## config.mk

```make
export PLATFORM = sky130hd
export DESIGN_NAME = bitmap_block_allocator
export DESIGN_NICKNAME = d
export VERILOG_FILES = /design/src/rtl/core/bba_pkg.sv /design/src/rtl/core/bba_ctrl.sv /design/src/rtl/core/bba_dp.sv /design/src/rtl/core/bitmap_block_allocator.sv
export SDC_FILE = /design/constraint.sdc
export NUM_CORES = 1
export LEC_CHECK = 0
export ABC_AREA = 0
export BUFFER_PORTS_ARGS = -buffer_cell sky130_fd_sc_hd__buf_2
export CAP_MARGIN = 20
export CORE_MARGIN = 2
export CORE_UTILIZATION = 53
export CTS_BUF_LIST = sky130_fd_sc_hd__clkbuf_4 sky130_fd_sc_hd__clkbuf_8
export CTS_CLUSTER_SIZE = 25
export DETAILED_ROUTE_END_ITERATION = 7
export PLACE_DENSITY = 0.82
export SLEW_MARGIN = 20
export SYNTH_ARGS = -nofsm -noshare
export SYNTH_HDL_FRONTEND = slang
export SYNTH_SLANG_ARGS = --single-unit
```

## constraint.sdc

```tcl
create_clock -name clk -period 4.41 [get_ports clk]
set_clock_uncertainty 0.1 [all_clocks]
set_input_delay 0.441 -clock clk [delete_from_list [all_inputs] [get_ports clk]]
set_output_delay 0.441 -clock clk [all_outputs]
set_load 0.005 [all_outputs]
```

## src/rtl/core/bba_pkg.sv

```systemverilog
// Shared constants, codes and controller-to-datapath types for the bitmap block allocator.
// No dependencies; every other file in rtl/core refers to this package by scoped names.
package bba_pkg;

  localparam int CYLINDERS           = 8;
  localparam int TRACKS_PER_CYLINDER = 2;
  localparam int RECORDS_PER_TRACK   = 4;
  localparam int JOB_ID_BITS         = 8;

  localparam int PER_CYL = TRACKS_PER_CYLINDER * RECORDS_PER_TRACK;
  localparam int BLOCKS  = CYLINDERS * PER_CYL;
  localparam int IDX_W   = $clog2(BLOCKS);
  localparam int CNT_W   = 7;

  localparam int ACTION_W = 2;
  localparam int NEED_W   = 7;
  localparam int CYL_W    = 3;
  localparam int TRK_W    = 1;
  localparam int REC_W    = 2;
  localparam int MAP_W    = 64;

  typedef enum logic [ACTION_W-1:0] {
    ACT_ALLOC   = 2'd0,
    ACT_RECLAIM = 2'd1,
    ACT_REPORT  = 2'd2,
    ACT_NONE    = 2'd3
  } action_t;

  typedef enum logic [2:0] {
    ST_ALLOC   = 3'd0,
    ST_FREED   = 3'd1,
    ST_NOSPACE = 3'd2,
    ST_NOJOB   = 3'd3,
    ST_NOTHING = 3'd4,
    ST_REPORT  = 3'd5
  } status_t;

  typedef struct packed {
    logic    load;
    logic    single;
    status_t single_status;
    logic    alloc_step;
    logic    recl_read;
    logic    recl_final;
  } bba_cmd_t;

  typedef struct packed {
    logic need_zero;
    logic no_space;
    logic alloc_fin;
    logic read_last;
  } bba_stat_t;

endpackage

```

## src/rtl/core/bba_ctrl.sv

```systemverilog
// Sequencing state machine of the bitmap block allocator.
// Depends on bba_pkg for the command and status structs and the action codes.
module bba_ctrl (
  input  logic                         clk,
  input  logic                         rst_n,
  input  logic                         start,
  input  logic [bba_pkg::ACTION_W-1:0] in_action,
  input  bba_pkg::bba_stat_t           stat,
  output bba_pkg::bba_cmd_t            cmd,
  output logic                         busy
);

  typedef enum logic [4:0] {
    S_IDLE  = 5'b00001,
    S_ALLOC = 5'b00010,
    S_RECL  = 5'b00100,
    S_DRAIN = 5'b01000,
    S_FIN   = 5'b10000
  } state_t;

  state_t state_r, state_nxt;

  always_comb begin
    state_nxt         = state_r;
    cmd               = '0;
    cmd.single_status = bba_pkg::ST_NOTHING;
    case (state_r)
      S_IDLE: begin
        if (start) begin
          case (bba_pkg::action_t'(in_action))
            bba_pkg::ACT_ALLOC: begin
              if (stat.need_zero) begin
                cmd.single        = 1'b1;
                cmd.single_status = bba_pkg::ST_NOTHING;
              end else if (stat.no_space) begin
                cmd.single        = 1'b1;
                cmd.single_status = bba_pkg::ST_NOSPACE;
              end else begin
                cmd.load  = 1'b1;
                state_nxt = S_ALLOC;
              end
            end
            bba_pkg::ACT_RECLAIM: begin
              cmd.load  = 1'b1;
              state_nxt = S_RECL;
            end
            bba_pkg::ACT_REPORT: begin
              cmd.single        = 1'b1;
              cmd.single_status = bba_pkg::ST_REPORT;
            end
            default: begin
            end
          endcase
        end
      end
      S_ALLOC: begin
        cmd.alloc_step = 1'b1;
        if (stat.alloc_fin) begin
          state_nxt = S_IDLE;
        end
      end
      S_RECL: begin
        cmd.recl_read = 1'b1;
        if (stat.read_last) begin
          state_nxt = S_DRAIN;
        end
      end
      S_DRAIN: begin
        state_nxt = S_FIN;
      end
      S_FIN: begin
        cmd.recl_final = 1'b1;
        state_nxt      = S_IDLE;
      end
      default: begin
        state_nxt = S_IDLE;
      end
    endcase
  end

  always_ff @(posedge clk) begin
    if (!rst_n) begin
      state_r <= S_IDLE;
    end else begin
      state_r <= state_nxt;
    end
  end

  assign busy = (state_r != S_IDLE);

endmodule

```

## src/rtl/core/bba_dp.sv

```systemverilog
// Datapath of the bitmap block allocator: used bitmap, owner memory, free count and result beat.
// Depends on bba_pkg; driven by the command struct from bba_ctrl.
module bba_dp (
  input  logic                           clk,
  input  logic                           rst_n,
  input  bba_pkg::bba_cmd_t              cmd,
  input  logic [bba_pkg::JOB_ID_BITS-1:0] in_job_id,
  input  logic [bba_pkg::NEED_W-1:0]     in_blocks_needed,
  output bba_pkg::bba_stat_t             stat,
  output logic                           out_valid,
  output logic [2:0]                     out_status,
  output logic [bba_pkg::CYL_W-1:0]      out_cylinder,
  output logic [bba_pkg::TRK_W-1:0]      out_track,
  output logic [bba_pkg::REC_W-1:0]      out_record,
  output logic [bba_pkg::MAP_W-1:0]      out_used_map,
  output logic [bba_pkg::CNT_W-1:0]      out_free_count,
  output logic                           out_last
);

  logic [bba_pkg::JOB_ID_BITS-1:0] owner_mem [bba_pkg::BLOCKS];

  logic [bba_pkg::BLOCKS-1:0]      used_r, used_nxt;
  logic [bba_pkg::CNT_W-1:0]       free_r, free_nxt;
  logic [bba_pkg::CNT_W-1:0]       snap_r;
  logic [bba_pkg::JOB_ID_BITS-1:0] job_r;
  logic [bba_pkg::NEED_W-1:0]      need_r, need_nxt;
  logic [bba_pkg::IDX_W-1:0]       cnt_r, cnt_nxt;
  logic [bba_pkg::JOB_ID_BITS-1:0] rd_r;
  logic                            pv_r;
  logic [bba_pkg::IDX_W-1:0]       pidx_r;
  logic                            hold_v_r, hold_v_nxt;
  logic [bba_pkg::IDX_W-1:0]       hold_idx_r, hold_idx_nxt;

  logic                            out_valid_r, out_valid_nxt;
  bba_pkg::status_t                out_status_r, out_status_nxt;
  logic                            out_named_nxt;
  logic [bba_pkg::IDX_W-1:0]       out_idx_nxt;
  logic [bba_pkg::CYL_W-1:0]       out_cyl_r;
  logic [bba_pkg::TRK_W-1:0]       out_trk_r;
  logic [bba_pkg::REC_W-1:0]       out_rec_r;
  logic [bba_pkg::MAP_W-1:0]       out_map_r, out_map_nxt;
  logic [bba_pkg::CNT_W-1:0]       out_free_r, out_free_nxt;
  logic                            out_last_r, out_last_nxt;

  logic grant;
  logic hit;

  assign grant = cmd.alloc_step && !used_r[cnt_r];
  assign hit   = pv_r && used_r[pidx_r] && (rd_r == job_r);

  assign stat.need_zero = (in_blocks_needed == '0);
  assign stat.no_space  = (in_blocks_needed > free_r);
  assign stat.alloc_fin = grant && (need_r == bba_pkg::NEED_W'(1));
  assign stat.read_last = (cnt_r == bba_pkg::IDX_W'(bba_pkg::BLOCKS - 1));

  always_comb begin
    used_nxt       = used_r;
    free_nxt       = free_r;
    need_nxt       = need_r;
    cnt_nxt        = cnt_r;
    hold_v_nxt     = hold_v_r;
    hold_idx_nxt   = hold_idx_r;
    out_valid_nxt  = 1'b0;
    out_status_nxt = bba_pkg::ST_NOTHING;
    out_named_nxt  = 1'b0;
    out_idx_nxt    = '0;
    out_map_nxt    = '0;
    out_free_nxt   = snap_r;
    out_last_nxt   = 1'b0;

    if (cmd.load) begin
      need_nxt   = in_blocks_needed;
      cnt_nxt    = '0;
      hold_v_nxt = 1'b0;
    end

    if (cmd.single) begin
      out_valid_nxt  = 1'b1;
      out_status_nxt = cmd.single_status;
      out_free_nxt   = free_r;
      out_last_nxt   = 1'b1;
      if (cmd.single_status == bba_pkg::ST_REPORT) begin
        out_map_nxt = bba_pkg::MAP_W'(used_r);
      end
    end

    if (cmd.alloc_step) begin
      cnt_nxt = cnt_r + 1'b1;
      if (grant) begin
        used_nxt[cnt_r] = 1'b1;
        free_nxt        = free_r - 1'b1;
        need_nxt        = need_r - 1'b1;
        out_valid_nxt   = 1'b1;
        out_status_nxt  = bba_pkg::ST_ALLOC;
        out_named_nxt   = 1'b1;
        out_idx_nxt     = cnt_r;
        out_last_nxt    = (need_r == bba_pkg::NEED_W'(1));
      end
    end

    if (cmd.recl_read) begin
      cnt_nxt = cnt_r + 1'b1;
    end

    if (hit) begin
      used_nxt[pidx_r] = 1'b0;
      free_nxt         = free_r + 1'b1;
      hold_v_nxt       = 1'b1;
      hold_idx_nxt     = pidx_r;
      if (hold_v_r) begin
        out_valid_nxt  = 1'b1;
        out_status_nxt = bba_pkg::ST_FREED;
        out_named_nxt  = 1'b1;
        out_idx_nxt    = hold_idx_r;
      end
    end

    if (cmd.recl_final) begin
      out_valid_nxt = 1'b1;
      out_last_nxt  = 1'b1;
      if (hold_v_r) begin
        out_status_nxt = bba_pkg::ST_FREED;
        out_named_nxt  = 1'b1;
        out_idx_nxt    = hold_idx_r;
      end else begin
        out_status_nxt = bba_pkg::ST_NOJOB;
      end
    end
  end

  always_ff @(posedge clk) begin
    if (cmd.alloc_step && grant) begin
      owner_mem[cnt_r] <= job_r;
    end
    if (cmd.recl_read) begin
      rd_r <= owner_mem[cnt_r];
    end
  end

  always_ff @(posedge clk) begin
    if (!rst_n) begin
      used_r      <= '0;
      free_r      <= bba_pkg::CNT_W'(bba_pkg::BLOCKS);
      pv_r        <= 1'b0;
      hold_v_r    <= 1'b0;
      out_valid_r <= 1'b0;
    end else begin
      used_r      <= used_nxt;
      free_r      <= free_nxt;
      pv_r        <= cmd.recl_read;
      hold_v_r    <= hold_v_nxt;
      out_valid_r <= out_valid_nxt;
    end
  end

  always_ff @(posedge clk) begin
    if (cmd.load) begin
      snap_r <= free_r;
      job_r  <= in_job_id;
    end
    need_r       <= need_nxt;
    cnt_r        <= cnt_nxt;
    pidx_r       <= cnt_r;
    hold_idx_r   <= hold_idx_nxt;
    out_status_r <= out_status_nxt;
    out_cyl_r    <= out_named_nxt ? bba_pkg::CYL_W'(out_idx_nxt / bba_pkg::PER_CYL) : '0;
    out_trk_r    <= out_named_nxt ?
                    bba_pkg::TRK_W'((out_idx_nxt / bba_pkg::RECORDS_PER_TRACK)
                                    % bba_pkg::TRACKS_PER_CYLINDER) : '0;
    out_rec_r    <= out_named_nxt ?
                    bba_pkg::REC_W'(out_idx_nxt % bba_pkg::RECORDS_PER_TRACK) : '0;
    out_map_r    <= out_map_nxt;
    out_free_r   <= out_free_nxt;
    out_last_r   <= out_last_nxt;
  end

  assign out_valid      = out_valid_r;
  assign out_status     = out_status_r;
  assign out_cylinder   = out_cyl_r;
  assign out_track      = out_trk_r;
  assign out_record     = out_rec_r;
  assign out_used_map   = out_map_r;
  assign out_free_count = out_free_r;
  assign out_last       = out_last_r;

  a_free_tracks_map: assert property (@(posedge clk) disable iff (!rst_n)
    int'(free_r) == bba_pkg::BLOCKS - $countones(used_r))
    else $error("free count disagrees with the used bitmap");

  a_grant_needs_demand: assert property (@(posedge clk) disable iff (!rst_n)
    grant |-> need_r != '0)
    else $error("block claimed with no demand left");

  a_final_beat_last: assert property (@(posedge clk) disable iff (!rst_n)
    cmd.recl_final |=> out_valid_r && out_last_r)
    else $error("reclaim ended without a final beat");

  a_hit_clears_owned: assert property (@(posedge clk) disable iff (!rst_n)
    hit |=> !used_r[$past(pidx_r)] && !hold_v_r == 1'b0)
    else $error("freed block still marked used");

endmodule

```

## src/rtl/core/bitmap_block_allocator.sv

```systemverilog
// Top level of the bitmap block allocator: joins the controller and the datapath.
// Depends on bba_pkg, bba_ctrl and bba_dp.
//
// A 64-block disk is tracked by a used bitmap with an owner job id per block. An item is taken
// when start is high and busy is low; results appear as beats marked by out_valid, each present
// for exactly one cycle, and the receiver cannot stall them. Report, zero-block allocate and
// no-space allocate give one beat the cycle after the item and leave busy low. An allocate that
// succeeds scans one block per cycle and finishes on the cycle of the last claimed block, holding
// busy until then. A reclaim reads the owner memory through its single read port one block per
// cycle, then drains the read pipeline and gives the closing beat, with busy high throughout.
// A freed block is reported one hit late, so that the final beat can carry last.
module bitmap_block_allocator (
  input  logic                            clk,
  input  logic                            rst_n,
  input  logic                            start,
  output logic                            busy,
  input  logic [bba_pkg::ACTION_W-1:0]    in_action,
  input  logic [bba_pkg::JOB_ID_BITS-1:0] in_job_id,
  input  logic [bba_pkg::NEED_W-1:0]      in_blocks_needed,
  output logic                            out_valid,
  output logic [2:0]                      out_status,
  output logic [bba_pkg::CYL_W-1:0]       out_cylinder,
  output logic [bba_pkg::TRK_W-1:0]       out_track,
  output logic [bba_pkg::REC_W-1:0]       out_record,
  output logic [bba_pkg::MAP_W-1:0]       out_used_map,
  output logic [bba_pkg::CNT_W-1:0]       out_free_count,
  output logic                            out_last
);

  bba_pkg::bba_cmd_t  cmd;
  bba_pkg::bba_stat_t stat;

  bba_ctrl u_ctrl (
    .clk       (clk),
    .rst_n     (rst_n),
    .start     (start),
    .in_action (in_action),
    .stat      (stat),
    .cmd       (cmd),
    .busy      (busy)
  );

  bba_dp u_dp (
    .clk              (clk),
    .rst_n            (rst_n),
    .cmd              (cmd),
    .in_job_id        (in_job_id),
    .in_blocks_needed (in_blocks_needed),
    .stat             (stat),
    .out_valid        (out_valid),
    .out_status       (out_status),
    .out_cylinder     (out_cylinder),
    .out_track        (out_track),
    .out_record       (out_record),
    .out_used_map     (out_used_map),
    .out_free_count   (out_free_count),
    .out_last         (out_last)
  );

endmodule

```

==> flow_summary_export.csv <==
group,metric,value,unit
outcome,status,"finished clean",
global_route,grt_overflow_total,0,
worst_setup_path,worstSetupPathType,"reg -> reg",
clock_network,clk_pin_slew_worst_paths,0.06,ns
global_route,antenna_found_initial,0,
sta,maxSlewHeadroom,17.9,%
sta,max_freq,242,MHz
sta,maxSlewViolCount,0,
worst_setup_path,critical_path_cell_count,15,
yosys,synth_top_flop_cell,"edfxtp_1",
die,start_util,53.7,%
yosys,synth_area,28300,um^2
sta,setup_viol,0,
yosys,ys_async_sr_fraction,0,%
die,fp.coreArea,52800,um^2
route,routed_via_density,6.66,
global_route,grt_pass1_wl,122000,um
finish,nNetsFinal,2214,
sta,finalCritPeriodShare,93.7,%
clock_network,cts_root_buf,"clkbuf_8",
route,ant_nets,0,
power_and_ir_drop,clkPwrFrac,40.4,%
worst_setup_path,cp_data_required_time,4.90,ns
sta,fin_crit,4.13,ns
global_route,grt_max_degree,99,
route,routed_wl,82200,um
yosys,syn_area_per_cell,14.5,um^2
sta,grt_setup_unrepaired,"no",
finish,synthToLayoutAreaGrowth,15.0,%
job,max-cap-violations,0,
die,die-height,235,um
clock_network,htreeDepth,3,
power_and_ir_drop,p_int,10.6,mW
yosys,synth_top_family_by_area,"compound AO/OA/AOI/OAI gates",
clock_network,clock-sinks,720,
power_and_ir_drop,power.density,424,nW/um^2
worst_setup_path,end_kind,"flop",
sta,setup_tns,0,ns
yosys,yosys-top-cells-area,"edfxtp_1, dfxtp_1, a22oi_1, a32oi_1, a31oi_1",
yosys,syn_nets,1993,
die,die_x,235,um
sta,worstMarginPinSlew,1.23,ns
worst_setup_path,path_cells,"buf_4 -> nor2_1 -> a22o_1 -> a211o_1 -> a211oi_1 -> a21oi_1 -> inv_1 -> ha_1 -> nor2b_1 -> o21ai_0 -> a21oi_1 -> o21a_1 -> or4_1 -> a21oi_1 -> nor3b_1",
worst_setup_path,path_delay_family,"compound AO/OA/AOI/OAI gates",
yosys,syn-instance-count,1957,
placed_design,routabilityCongestion,0.931,
finish,diodes,0,
clock_network,cts_made_buffers,106,
yosys,synth-edff-count,547,
clock_network,worstSkewPairLatency,0.74,ns
power_and_ir_drop,p_leak,11.3,nW
worst_setup_path,startpoint_type,"flop",
worst_setup_path,critPathMostFrequentCell,"a21oi_1",
min_path,hp-class,"in -> reg",
yosys,yosysSeqAreaShare,70.2,%
die,die-area,55300,um^2
worst_setup_path,worst_ep_arrival_time,4.63,ns
yosys,synthMuxAreaShare,4.33,%
yosys,yosysWarnings,0,
worst_setup_path,critPathMaxFanout,15,
die,io_pins,103,
placed_design,io_buffers,102,
global_route,track_usage,29.3,%
route,wl_per_cell,27.8,um
sta,finalHoldViolCount,0,
power_and_ir_drop,ir_worst_vdd,0.000389,V
clock_network,clk_path_buf_depth,3,
finish,drive_gt1_share,22.3,%
yosys,synth_top_cell_by_area,"edfxtp_1",
clock_network,cts_tree,"built",
worst_setup_path,cp_slowest_cell,"dfxtp_2",
route,route.vias.total,19700,
worst_setup_path,r2r_start,"u_dp.pidx_r[2]",
route,dr.pass1.iters,6,
worst_setup_path,timing.critical_path.from,"u_dp.pidx_r[2]",
finish,n_fill_cell,3804,
worst_setup_path,rrSetupSlack,0.28,ns
worst_setup_path,r2r_cells,15,
yosys,synth-xor-area-share,0.494,%
worst_setup_path,worstPathBufferInverterCount,2,
yosys,synth.distinct_cells,75,
power_and_ir_drop,p_seq_share,53.5,%
placed_design,dpl.hpwl,50000,um
power_and_ir_drop,net-switching-power,3.24,mW
worst_setup_path,rr_endpoint,"u_dp.free_r[6]",
yosys,synth_compound_gate_area_share,13.7,%
clock_network,post_cts_buffers,0,
power_and_ir_drop,p_comb_share,6.1,%
finish,postLayoutCoreUtil,61.8,%
yosys,synth_top_area_share,58.0,%
worst_setup_path,critical_path.endpoint,"u_dp.free_r[6]",
die,rows,84,
yosys,yosys.area_share.simple,7.44,%
power_and_ir_drop,netSwitchingFraction,23.4,%
global_route,grt_pass1_vias,19200,
yosys,ys_seq_elements,720,
route,drc_errors,0,
route,drt_iter0_markers,2722,
yosys,synth_adder_area_share,0.733,%
worst_setup_path,slowest_delay,0.51,ns
power by group through the flow:
stage | logic [mW] | clock network (mW) | registers (mW)
finish | 0.843 | 5.58 | 7.40
global route | 0.888 | 5.92 | 7.40
CTS | 0.820 | 5.61 | 7.40
detailed placement | 0.803 | 0 | 7.54
global placement | 0.782 | 0 | 7.54
floorplan | 0.459 | 0 | 7.55
per-stage QoR:
step           cells  total power, mW  hold slack [ns]  cell area (um^2)  worst slack, ns
2_1_floorplan   1957             8.01            0.246             28300            0.375
6_report        2955             13.8           0.0357             32600            0.277
4_1_cts         2955             13.8          0.00280             32600            0.147
3_5_place_dp    2743             8.34            0.362             30200            0.156
5_1_grt         2955             14.2           0.0180             32600            0.109
3_3_place_gp    2743             8.32            0.366             30200            0.207
cell usage after synthesis (4+ instances only):
library cell,n
mux2i_1,36
or3_1,8
nor2b_1,15
nor2_1,145
o211ai_1,11
a21o_1,5
a22oi_1,117
mux4_2,23
a32oi_1,70
o31ai_1,4
a221oi_1,58
mux2_2,29
nand2b_1,11
a22o_1,46
and2_1,5
a31oi_1,88
dfxtp_1,173
clkbuf_1,69
nand3b_1,9
edfxtp_1,547
nor4_1,9
xnor2_1,14
and3_1,71
ha_1,15
nand2_1,45
nand3_1,28
nor3b_1,8
nor3_1,31
buf_6,13
o21a_1,9
inv_1,31
a21oi_1,48
o41ai_2,4
o21ai_0,23
buf_2,48
buf_4,5
buf_1,16
nand4_1,16
kinds of logic (layout without fill, tap and decap cells):
kind of cell,Yosys count,after routing
adder cells (fa/ha/maj),16,16
AO/OA/AOI/OAI,517,517
multiplexers,90,90
XOR/XNOR,16,16
flip-flops,720,720
AND/OR/NAND/NOR,415,415
buffers and inverters,183,493
worst reg2reg max path, cell delays in order, from the launching register on:
cell and delay (ns):
dfxtp_2 0.51, buf_4 0.31, nor2_1 0.06, a22o_1 0.23, a211o_1 0.28, a211oi_1 0.45
a21oi_1 0.24, inv_1 0.21, ha_1 0.30, nor2b_1 0.14, o21ai_0 0.18, a21oi_1 0.12
o21a_1 0.20, or4_1 0.40, a21oi_1 0.19, nor3b_1 0.07
layout by cell type, fill, tap and decap left out, types with 23 or more instances in the layout:
cell type / synthesis / final
dfxtp_1: 173 / 170
a22o_1: 46 / 46
nand3_1: 28 / 28
nor2_1: 145 / 144
edfxtp_1: 547 / 547
a21oi_1: 48 / 47
nand2_1: 45 / 45
inv_1: 31 / 31
buf_2: 48 / 102
o21ai_0: 23 / 23
clkbuf_4: 0 / 32
nor3_1: 31 / 29
buf_4: 5 / 139
clkinv_1: 0 / 24
mux4_2: 23 / 23
clkbuf_8: 0 / 110
a32oi_1: 70 / 70
mux2_2: 29 / 29
and3_1: 71 / 69
a221oi_1: 58 / 58
mux2i_1: 36 / 36
a31oi_1: 88 / 88
a22oi_1: 117 / 117
flip-flops by register name (all words and copies together) (netlist names), 5 cells and up:
| register | cells |
|---|---|
| u_ctrl.state_r | 5 |
| u_dp.cnt_r | 6 |
| u_dp.free_r | 7 |
| u_dp.hold_idx_r | 6 |
| u_dp.job_r | 8 |
| u_dp.need_r | 7 |
| u_dp.out_free_count | 7 |
| u_dp.out_used_map | 64 |
| u_dp.owner_mem | 512 |
| u_dp.pidx_r | 6 |
| u_dp.rd_r | 8 |
| u_dp.snap_r | 7 |
| u_dp.used_r | 64 |
how the worst min path moves through the flow:
stage / startpoint / to / slack [ns] / cells after the start
4_1_cts: in_blocks_needed[4] / u_dp.need_r[4] / 0.003 / 4
6_report: in_blocks_needed[4] / u_dp.need_r[4] / 0.04 / 4
3_5_place_dp: u_dp.snap_r[4] / u_dp.out_free_count[4] / 0.36 / 1
2_1_floorplan: u_dp.cnt_r[3] / u_dp.pidx_r[3] / 0.25 / 0
3_3_place_gp: u_dp.snap_r[0] / u_dp.out_free_count[0] / 0.37 / 1
5_1_grt: in_blocks_needed[4] / u_dp.need_r[4] / 0.02 / 4
area by class of cell:
type / count / area (um^2) / share of cell area [%]
repair buffers: 265 / 1880 / 5.78
multi-input cells: 1054 / 7620 / 23.4
inverters: 31 / 116 / 0.357
well taps: 688 / 861 / 2.64
clock buffers: 142 / 1750 / 5.38
clock inverters: 55 / 462 / 1.42
flip-flops and latches: 720 / 19900 / 61.0
per-layer routing:
metal / global-route usage, % / up-vias / wire (um)
met5: 0 / - / 0
met4: 13.2 / 0 / 3680
met3: 6.46 / 247 / 9370
met2: 46.2 / 1455 / 38800
met1: 39.4 / 9676 / 30300
li1: - / 8298 / -
timing repair:
action                                 CTS  global route
setup endpoints to repair                0             1
resized for setup                        0             3
hold buffers                            15             0
endpoints found under the hold margin   15             0
Power figures use the tool's default switching activity.
